`src/sv/spla_pkg.sv`:
```
// Shared types and constants for the slot pool lifecycle allocator.
// No dependencies; imported by the top level.
package spla_pkg;

  localparam int MaxSlotsDef = 16;
  localparam int DefaultSlots = 16;
  localparam int CountW = 5;
  localparam int BasePortW = 16;
  localparam int CfgDataW = 16;
  localparam int CfgIdxW = 1;
  localparam int KindW = 3;
  localparam int SlotIdxW = 8;
  localparam int ProcW = 32;
  localparam int TagW = 64;
  localparam int GrantIdxW = 4;
  localparam int PortW = 17;

  localparam logic [CfgIdxW-1:0] CfgSlotCount = 1'd0;
  localparam logic [CfgIdxW-1:0] CfgBasePort = 1'd1;

  typedef enum logic [KindW-1:0] {
    KIND_START     = 3'd0,
    KIND_READY     = 3'd1,
    KIND_ALLOCATE  = 3'd2,
    KIND_IN_MATCH  = 3'd3,
    KIND_RELEASING = 3'd4,
    KIND_RELEASE   = 3'd5,
    KIND_FAILED    = 3'd6
  } kind_e;

  typedef enum logic [2:0] {
    ST_IDLE      = 3'd0,
    ST_STARTING  = 3'd1,
    ST_READY     = 3'd2,
    ST_ALLOCATED = 3'd3,
    ST_IN_MATCH  = 3'd4,
    ST_RELEASING = 3'd5,
    ST_FAILED    = 3'd6
  } slot_st_e;

  typedef enum logic [1:0] {
    FSM_IDLE,
    FSM_READ,
    FSM_EVAL
  } fsm_e;

  typedef struct packed {
    slot_st_e          state;
    logic [ProcW-1:0]  process;
    logic [TagW-1:0]   tag_high;
    logic [TagW-1:0]   tag_low;
  } entry_t;

  localparam int EntryW = $bits(entry_t);

endpackage

```
`src/sv/spla_ram.sv`:
```
// Generic single-write, single-read RAM with registered read data.
// No dependencies.
module spla_ram #(
  parameter int Width = 8,
  parameter int Depth = 16,
  localparam int AddrW = (Depth > 1) ? $clog2(Depth) : 1
) (
  input  logic             clk_i,
  input  logic             we_i,
  input  logic [AddrW-1:0] waddr_i,
  input  logic [Width-1:0] wdata_i,
  input  logic [AddrW-1:0] raddr_i,
  output logic [Width-1:0] rdata_o
);

  logic [Width-1:0] mem_q [Depth];
  logic [Width-1:0] rdata_q;

  always_ff @(posedge clk_i) begin
    if (we_i) begin
      mem_q[waddr_i] <= wdata_i;
    end
    rdata_q <= mem_q[raddr_i];
  end

  assign rdata_o = rdata_q;

endmodule

```
`src/sv/slot_pool_lifecycle_allocator.sv`:
```
// Slot pool lifecycle allocator: slot table in one RAM, scan sequencer, result register.
// Depends on spla_pkg and spla_ram.
//
// Usage:
//  - Events enter on start_i with kind_i, slot_index_i, process_id_i and the
//    128-bit tag (match_tag_high_i/match_tag_low_i). A beat is taken when
//    start_i is high and busy_o is low; busy_o then stays high until the
//    event is finished.
//  - Each event returns one result beat: done_o is high for exactly one
//    cycle with ok_o and the granted_* fields. The receiver cannot stall.
//  - Sequence: addressed events (start, ready, in_match, releasing, failed)
//    and unknown kinds pass READ and EVAL once, then the result register.
//    Allocate and release walk the table one slot per cycle through the
//    single RAM read port and the shared compare unit, stopping at the
//    first hit or at slot_count - 1 (an allocate with an all-zero tag
//    walks the whole table). busy_o drops with done_o, so the next event
//    can be taken in the cycle its result is shown.
//  - Configuration: cfg_we_i writes cfg_data_i into register cfg_idx_i
//    (0 slot_count, 1 base_port). The user writes only while idle; the
//    block does not enforce it. Writing slot_count clamps it to 1..MaxSlots
//    and clears the table at once by dropping every per-slot valid bit.
//  - Reset: asynchronous, active low. All valid bits clear (every slot reads
//    idle with zero process and tag), slot_count = min(16, MaxSlots),
//    base_port = 0, no result pending.
module slot_pool_lifecycle_allocator
  import spla_pkg::*;
#(
  parameter int MaxSlots = MaxSlotsDef
) (
  input  logic                 clk_i,
  input  logic                 rst_ni,
  input  logic                 cfg_we_i,
  input  logic [CfgIdxW-1:0]   cfg_idx_i,
  input  logic [CfgDataW-1:0]  cfg_data_i,
  input  logic                 start_i,
  output logic                 busy_o,
  input  logic [KindW-1:0]     kind_i,
  input  logic [SlotIdxW-1:0]  slot_index_i,
  input  logic [ProcW-1:0]     process_id_i,
  input  logic [TagW-1:0]      match_tag_high_i,
  input  logic [TagW-1:0]      match_tag_low_i,
  output logic                 done_o,
  output logic                 ok_o,
  output logic [GrantIdxW-1:0] granted_index_o,
  output logic [PortW-1:0]     granted_port_o,
  output logic [ProcW-1:0]     granted_process_o,
  output logic [2:0]           granted_state_o
);

  localparam int IdxW = (MaxSlots > 1) ? $clog2(MaxSlots) : 1;
  localparam int ResetCount = (DefaultSlots > MaxSlots) ? MaxSlots : DefaultSlots;

  // Clamp a written slot_count into 1..MaxSlots.
  function automatic logic [CountW-1:0] clamp_count(input logic [CountW-1:0] v);
    logic [CountW-1:0] r;
    r = v;
    if (v == '0) begin
      r = CountW'(1);
    end else if (int'(v) > MaxSlots) begin
      r = CountW'(MaxSlots);
    end
    return r;
  endfunction

  // Configuration registers.
  logic [CountW-1:0]    count_q;
  logic [BasePortW-1:0] base_q;
  logic [MaxSlots-1:0]  vld_q, vld_d;

  // Sequencer and latched event.
  fsm_e                fsm_q, fsm_d;
  logic [IdxW-1:0]     e_q, e_d;
  logic [KindW-1:0]    kind_q;
  logic                rng_q;
  logic [IdxW-1:0]     s_q;
  logic [ProcW-1:0]    pid_q;
  logic [TagW-1:0]     tag_hi_q, tag_lo_q;

  // Result register.
  logic                done_q, done_d;
  logic                ok_q, ok_d;
  logic [GrantIdxW-1:0] gidx_q, gidx_d;
  logic [PortW-1:0]    gport_q, gport_d;
  logic [ProcW-1:0]    gproc_q, gproc_d;
  logic [2:0]          gst_q, gst_d;

  // Table access.
  logic                ram_we;
  logic [IdxW-1:0]     ram_raddr;
  logic [EntryW-1:0]   ram_rdata;
  entry_t              ent, wr_ent;

  logic                accept, in_rng, is_scan, last, hit, finish, tag_eq;
  logic [SlotIdxW-1:0] e_ext;

  assign accept = start_i && (fsm_q == FSM_IDLE);
  assign in_rng = slot_index_i < SlotIdxW'(count_q);

  spla_ram #(
    .Width(EntryW),
    .Depth(MaxSlots)
  ) u_table (
    .clk_i  (clk_i),
    .we_i   (ram_we),
    .waddr_i(e_q),
    .wdata_i(wr_ent),
    .raddr_i(ram_raddr),
    .rdata_o(ram_rdata)
  );

  // A slot never written since the last clear reads as its reset contents.
  assign ent = vld_q[e_q] ? entry_t'(ram_rdata) : entry_t'('0);

  assign is_scan = (kind_e'(kind_q) == KIND_ALLOCATE) || (kind_e'(kind_q) == KIND_RELEASE);
  assign e_ext   = SlotIdxW'(e_q);
  assign last    = e_ext == (SlotIdxW'(count_q) - SlotIdxW'(1));
  assign tag_eq  = (ent.tag_high == tag_hi_q) && (ent.tag_low == tag_lo_q);

  // Shared evaluate unit: decide on the slot whose data sits on the read port.
  always_comb begin
    hit    = 1'b0;
    wr_ent = ent;
    case (kind_e'(kind_q))
      KIND_START: begin
        hit             = rng_q && (pid_q != '0);
        wr_ent.state    = ST_STARTING;
        wr_ent.process  = pid_q;
        wr_ent.tag_high = '0;
        wr_ent.tag_low  = '0;
      end
      KIND_READY: begin
        hit             = rng_q && (ent.state == ST_STARTING) && (ent.process == pid_q);
        wr_ent.state    = ST_READY;
        wr_ent.tag_high = '0;
        wr_ent.tag_low  = '0;
      end
      KIND_ALLOCATE: begin
        hit             = ((tag_hi_q != '0) || (tag_lo_q != '0)) && (ent.state == ST_READY);
        wr_ent.state    = ST_ALLOCATED;
        wr_ent.tag_high = tag_hi_q;
        wr_ent.tag_low  = tag_lo_q;
      end
      KIND_IN_MATCH: begin
        hit          = rng_q && (ent.state == ST_ALLOCATED) && tag_eq;
        wr_ent.state = ST_IN_MATCH;
      end
      KIND_RELEASING: begin
        hit          = rng_q && tag_eq &&
                       ((ent.state == ST_ALLOCATED) || (ent.state == ST_IN_MATCH));
        wr_ent.state = ST_RELEASING;
      end
      KIND_RELEASE: begin
        hit             = (ent.state == ST_ALLOCATED) && tag_eq;
        wr_ent.state    = ST_READY;
        wr_ent.tag_high = '0;
        wr_ent.tag_low  = '0;
      end
      KIND_FAILED: begin
        hit             = rng_q;
        wr_ent.state    = ST_FAILED;
        wr_ent.process  = '0;
        wr_ent.tag_high = '0;
        wr_ent.tag_low  = '0;
      end
      default: begin
        hit = 1'b0;
      end
    endcase
  end

  assign finish = (fsm_q == FSM_EVAL) && (hit || !is_scan || last);

  // Next state.
  always_comb begin
    fsm_d = fsm_q;
    case (fsm_q)
      FSM_IDLE: begin
        if (start_i) begin
          fsm_d = FSM_READ;
        end
      end
      FSM_READ: begin
        fsm_d = FSM_EVAL;
      end
      FSM_EVAL: begin
        if (finish) begin
          fsm_d = FSM_IDLE;
        end
      end
      default: begin
        fsm_d = FSM_IDLE;
      end
    endcase
  end

  // Sequencer outputs: read address, scan index, table write, result beat.
  always_comb begin
    busy_o    = fsm_q != FSM_IDLE;
    ram_raddr = e_q;
    e_d       = e_q;
    ram_we    = 1'b0;
    vld_d     = vld_q;
    done_d    = 1'b0;
    ok_d      = 1'b0;
    gidx_d    = '0;
    gport_d   = '0;
    gproc_d   = '0;
    gst_d     = '0;
    case (fsm_q)
      FSM_READ: begin
        // Scans start at slot zero; addressed events read their slot.
        ram_raddr = is_scan ? '0 : s_q;
        e_d       = ram_raddr;
      end
      FSM_EVAL: begin
        // Advance the scan: fetch the next slot while this one is judged.
        if (!finish) begin
          ram_raddr = e_q + IdxW'(1);
          e_d       = ram_raddr;
        end
        if (hit) begin
          ram_we     = 1'b1;
          vld_d[e_q] = 1'b1;
        end
        done_d = finish;
        ok_d   = hit;
        if (hit && (kind_e'(kind_q) == KIND_ALLOCATE)) begin
          gidx_d  = e_ext[GrantIdxW-1:0];
          gport_d = PortW'(base_q) + PortW'(e_q);
          gproc_d = ent.process;
          gst_d   = ST_ALLOCATED;
        end
      end
      default: begin
        ram_raddr = e_q;
      end
    endcase
    // Writing slot_count drops the whole table.
    if (cfg_we_i && (cfg_idx_i == CfgSlotCount)) begin
      vld_d = '0;
    end
  end

  always_ff @(posedge clk_i or negedge rst_ni) begin
    if (!rst_ni) begin
      fsm_q   <= FSM_IDLE;
      e_q     <= '0;
      vld_q   <= '0;
      count_q <= CountW'(ResetCount);
      base_q  <= '0;
      done_q  <= 1'b0;
    end else begin
      fsm_q  <= fsm_d;
      e_q    <= e_d;
      vld_q  <= vld_d;
      done_q <= done_d;
      if (cfg_we_i) begin
        case (cfg_idx_i)
          CfgSlotCount: count_q <= clamp_count(cfg_data_i[CountW-1:0]);
          CfgBasePort:  base_q  <= cfg_data_i[BasePortW-1:0];
          default:      base_q  <= base_q;
        endcase
      end
    end
  end

  // Event and result payload: hold the event beat for the whole walk.
  always_ff @(posedge clk_i) begin
    if (accept) begin
      kind_q   <= kind_i;
      rng_q    <= in_rng;
      s_q      <= in_rng ? slot_index_i[IdxW-1:0] : '0;
      pid_q    <= process_id_i;
      tag_hi_q <= match_tag_high_i;
      tag_lo_q <= match_tag_low_i;
    end
    if (done_d) begin
      ok_q    <= ok_d;
      gidx_q  <= gidx_d;
      gport_q <= gport_d;
      gproc_q <= gproc_d;
      gst_q   <= gst_d;
    end
  end

  assign done_o            = done_q;
  assign ok_o              = ok_q;
  assign granted_index_o   = gidx_q;
  assign granted_port_o    = gport_q;
  assign granted_process_o = gproc_q;
  assign granted_state_o   = gst_q;

  // The result beat comes in the cycle the sequencer returns to idle.
  a_done_on_idle: assert property (@(posedge clk_i) disable iff (!rst_ni)
    $fell(busy_o) |-> done_o)
    else $error("busy dropped without a result beat");

  // An accepted event keeps the block busy in the next cycle.
  a_busy_after_accept: assert property (@(posedge clk_i) disable iff (!rst_ni)
    (start_i && !busy_o) |=> (busy_o && !done_o))
    else $error("accepted event did not occupy the sequencer");

  // A rejected event carries all-zero grant fields.
  a_reject_zero: assert property (@(posedge clk_i) disable iff (!rst_ni)
    (done_o && !ok_o) |-> ((granted_port_o == '0) && (granted_process_o == '0) &&
                           (granted_state_o == '0) && (granted_index_o == '0)))
    else $error("rejected event reported a grant");

  // A grant state only appears on a successful event.
  a_grant_ok: assert property (@(posedge clk_i) disable iff (!rst_ni)
    (done_o && (granted_state_o != '0)) |-> ok_o)
    else $error("grant reported without success");

endmodule
```
`config.mk`:
```
export PLATFORM = sky130hd
export DESIGN_NAME = slot_pool_lifecycle_allocator
export DESIGN_NICKNAME = d
export VERILOG_FILES = /design/src/sv/spla_pkg.sv /design/src/sv/spla_ram.sv /design/src/sv/slot_pool_lifecycle_allocator.sv
export SDC_FILE = /design/constraint.sdc
export NUM_CORES = 2
export LEC_CHECK = 0
export BUFFER_PORTS_ARGS = -buffer_cell sky130_fd_sc_hd__buf_4
export CAP_MARGIN = 5
export CORE_ASPECT_RATIO = 0.5
export CORE_UTILIZATION = 45
export DETAILED_ROUTE_END_ITERATION = 8
export GPL_ROUTABILITY_DRIVEN = 0
export GPL_TIMING_DRIVEN = 0
export HOLD_SLACK_MARGIN = 0.15
export MAX_ROUTING_LAYER = met4
export SLEW_MARGIN = 20
export SYNTH_ARGS = -nofsm -noshare
export SYNTH_HDL_FRONTEND = slang
export SYNTH_SLANG_ARGS = --single-unit
```
`constraint.sdc`:
```
create_clock -name clk_i -period 22 [get_ports clk_i]
set_clock_uncertainty 0.2 [all_clocks]
set_input_delay 1.1 -clock clk_i [delete_from_list [all_inputs] [get_ports clk_i]]
set_output_delay 1.1 -clock clk_i [all_outputs]
set_load 0.05 [all_outputs]
```
==> out/results.tsv <==
stage	metric	value	unit
sta	hold_ws	0.199	ns
status	status	finished, violations left	
route	drtIter0Drc	12800	
floorplanning	die_w	730	um
placement	dp_hpwl	286000	um
critical_path	cp-endpoint	u_table.mem_q[3][74]$_DFFE_PP_	
cells_and_area	final_cells	12100	
power_and_ir_drop	power_frac_seq	40.9	%
critical_path	slowest_delay	0.93	ns
global_routing	antenna_found_initial	31	
power_and_ir_drop	vdd_ir_drop_max	0.102	mV
yosys	async_reset_ff_share	1.45	%
route	routed_wl	409000	um
global_routing	grt_pass1_vias	71800	
yosys	synth-seq-area-share	74.9	%
critical_path	reg2regPathDepth	22	
status	violations	design-rule violations	
placement	place_inst	11600	
power_and_ir_drop	power_leakage	51.2	nW
global_routing	track_usage	30.6	%
yosys	yosysWarnings	0	
clock_tree	clk_pin_slew	0.06	ns
yosys	synth_edf_count	2831	
cells_and_area	final.fill_count	21200	
clock_tree	cts.sinks	3038	
sta	finalCritPeriodShare	41.3	%
sta	slew_headroom	16.5	%
clock_tree	post-cts-setup-buffers	0	
clock_tree	cts-buffers-inserted	277	
cells_and_area	mostFrequentLayoutCells	2831 x edfxtp_1, 750 x nand2_1, 724 x a21oi_1	
clock_tree	htree_levels	5	
critical_path	r2r-start	e_q[1]$_DFF_PN0_	
power_and_ir_drop	p_clk_share	26.3	%
yosys	synth_xor_area_share	0.661	%
critical_path	cp_common_cell	buf_4	
yosys	yosys-top-cells-area	edfxtp_1 71%, mux2i_1 5.5%, a221oi_1 4.8%	
critical_path	cp_max_fo	10	
critical_path	path_cells	buf_4, inv_2, a2111oi_4, buf_4, buf_2, nor4_1, a2111oi_0, o22ai_1, nor4_1, nand4_1, nand3b_4, a21boi_0, clkbuf_1, nand2_1, nor3_2, buf_6, buf_4, buf_4, buf_4, buf_4, buf_4, buf_4	
cells_and_area	finalInstanceArea	139000	um2
sta	worst_pin_slew	1.25	ns
power_and_ir_drop	p_total	18.7	mW
power_and_ir_drop	power.density	135	nW/um2
cells_and_area	seq_area	89400	um2
clock_tree	clock_path_buffers	4	
hold_path	min_delay_path_depth	1	
sta	fin_crit	9.08	ns
hold_path	worstHoldPathType	in2reg	
global_routing	overflow	0	
cells_and_area	drive_gt1_share	13.6	%
sta	setup_viol	0	
cells_and_area	final_common_cell	edfxtp_1	
critical_path	start_kind	flip-flop	
placement	place_area	130000	um2
critical_path	crit_start	e_q[1]$_DFF_PN0_	
yosys	synthCells	7633	
global_routing	grt_max_degree	45	
yosys	netlist_area	119000	um2
power_and_ir_drop	switchingPower	7.24	mW
flow_run	cap_violations	0	
yosys	postSynthAreaPerCell	15.6	um2
sta	final_hold_viol_count	0	
route	drc_errors	106	
critical_path	arrival	9.45	ns
cells_and_area	syn_to_final_growth	16.3	%
placement	port_buffers	249	
critical_path	cpMaxStageDelayCell	a2111oi_0	
yosys	yosysTopAreaCellShare	71.3	%
yosys	yosysUniqueCellTypes	79	
yosys	synth_nets	7843	
clock_tree	tritoncts	built	
power_and_ir_drop	switching_share	38.8	%
clock_tree	clock_latency	0.90	ns
clock_tree	root_buffer	clkbuf_16	
yosys	yosysTopAreaCell	edfxtp_1	
sta	finalSetupTns	0	ns
floorplanning	io_pins	251	
yosys	synth_top_family_by_area	compound AO/OA/AOI/OAI gates	
route	vias	77800	
power_and_ir_drop	p_comb_share	32.8	%
sta	rsz0062_at_grt	false	
critical_path	crit_type	reg2reg	
hold_path	hold_start	match_tag_low_i[9]	
floorplanning	start_util	45.3	%
yosys	synthAdderAreaFrac	0.195	%
power_and_ir_drop	internal-power	11.4	mW
floorplanning	core_region_area	263000	um2
yosys	ys_ff_latch	3038	
yosys	synthSimpleGateAreaFrac	5.64	%
floorplanning	die-area	267000	um2
floorplanning	die_y	366	um
yosys	ys_dominant_reg_cell	edfxtp_1	
yosys	synth_compound_area_share	10.7	%
sta	slew_viol_final	0	
cells_and_area	final_nets	8613	
critical_path	critical_path.endpoint_type	flip-flop	
critical_path	regToRegSetupSlack	12.92	ns
yosys	muxShareOfSynthArea	5.70	%
route	viasPerCell	6.41	
floorplanning	row_count	133	
critical_path	cp.required	22.38	ns
route	firstDrtPassIters	9	
cells_and_area	multi_input_area	27400	um2
sta	clock.fmax	0.110	GHz
route	wl_per_cell	33.7	um
global_routing	grt_pass1_wl	560000	um
critical_path	r2r_end	u_table.mem_q[3][74]$_DFFE_PP_	
route	ant_nets	0	
==> layer usage <==
metal | global-route usage, % | routed length, um | share of wire [%] | vias up
met3 | 8.96 | 53600 | 13 | 1017
li1 | - | - | - | 32200
met5 | - | 0 | 0 | -
met4 | 12.4 | 20400 | 5.0 | 0
met2 | 42.7 | 173000 | 42 | 5285
met1 | 41.9 | 162000 | 40 | 39300
==> layout make-up <==
class | instances | share of cell area, %
sequential | 3038 | 64.4
multi-input combinational | 4004 | 19.8
clock buffer | 376 | 5.55
timing repair buffer | 491 | 4.23
tap | 3510 | 3.17
buffer | 549 | 1.80
clock inverter | 113 | 0.893
inverter | 42 | 0.114
antenna | 23 | 0.0415
==> logic make-up (layout without fill, tap and decap cells) <==
kind of cell	Yosys count	count (layout)
fa+ha+maj	18	18
compound gates	1812	1812
simple gates	1407	1407
other cells	1	24
buf+inv	591	1571
xor+xnor	90	90
flops	3038	3038
mux	676	676
==> flip-flops by register name, indices dropped and copies added (netlist names) <==
register / flops
granted_state_o: 1
e_q: 4
granted_index_o: 4
done_o: 1
kind_q: 3
granted_port_o: 17
pid_q: 32
count_q: 5
vld_q: 16
u_table.rdata_o: 163
fsm_q: 2
base_q: 16
tag_hi_q: 64
ok_o: 1
rng_q: 1
tag_lo_q: 64
granted_process_o: 32
u_table.mem_q: 2608
s_q: 4
==> worst max-delay path: cells and delay by family, from the launching register on <==
family	cells	cell delay, ns
buffers and inverters	12	3.35
AND/OR/NAND/NOR	6	2.55
AO/OA/AOI/OAI	4	1.97
flip-flops	1	0.68
==> worst min-delay path by stage <==
| stage | to |
|---|---|
| floorplan | vld_q[12]$_DFFE_PN0P_ |
| global route | tag_hi_q[27]$_DFFE_PP_ |
| CTS | tag_hi_q[27]$_DFFE_PP_ |
| global placement | vld_q[5]$_DFFE_PN0P_ |
| finish | tag_lo_q[9]$_DFFE_PP_ |
| detailed placement | vld_q[12]$_DFFE_PN0P_ |
==> power groups by stage <==
stage               sequential, mW  clock [mW]  combinational, mW
finish                        7.62        4.91               6.13
global route                  7.60        5.15               6.35
CTS                           7.57        4.93               5.94
detailed placement            7.69           0               5.91
global placement              7.76           0               5.78
floorplan                     7.41           0               3.32
==> through the flow <==
step / util, % / worst slack (ns)
2_1_floorplan: - / 6.51
3_3_place_gp: 47.7 / -10.0
3_5_place_dp: 49.3 / 13.52
4_1_cts: 52.7 / 13.47
5_1_grt: 52.7 / 12.90
6_report: 52.7 / 12.92
==> Yosys cell counts (28+ instances only) <==
library cell  number
edfxtp_1        2831
a22o_1           160
nand2_1          750
and3_1            64
a221oi_1         656
nand3_1           28
o21ai_0           74
clkbuf_1         290
or4_1            169
dfxtp_1          163
inv_1             40
xnor2_1           75
buf_2            199
dfrtp_1           43
a21oi_1          725
a2111oi_0         45
nor2_1           113
mux2i_1          656
nor3_1           102
a31oi_1           53
nor4_1            91
==> timing repair <==
action                                  CTS  global route
endpoints found under the setup margin    0             0
hold buffers                              1             0
hold endpoints to repair                 43             0
resized for setup                         0             0
Power figures use the tool's default switching activity.
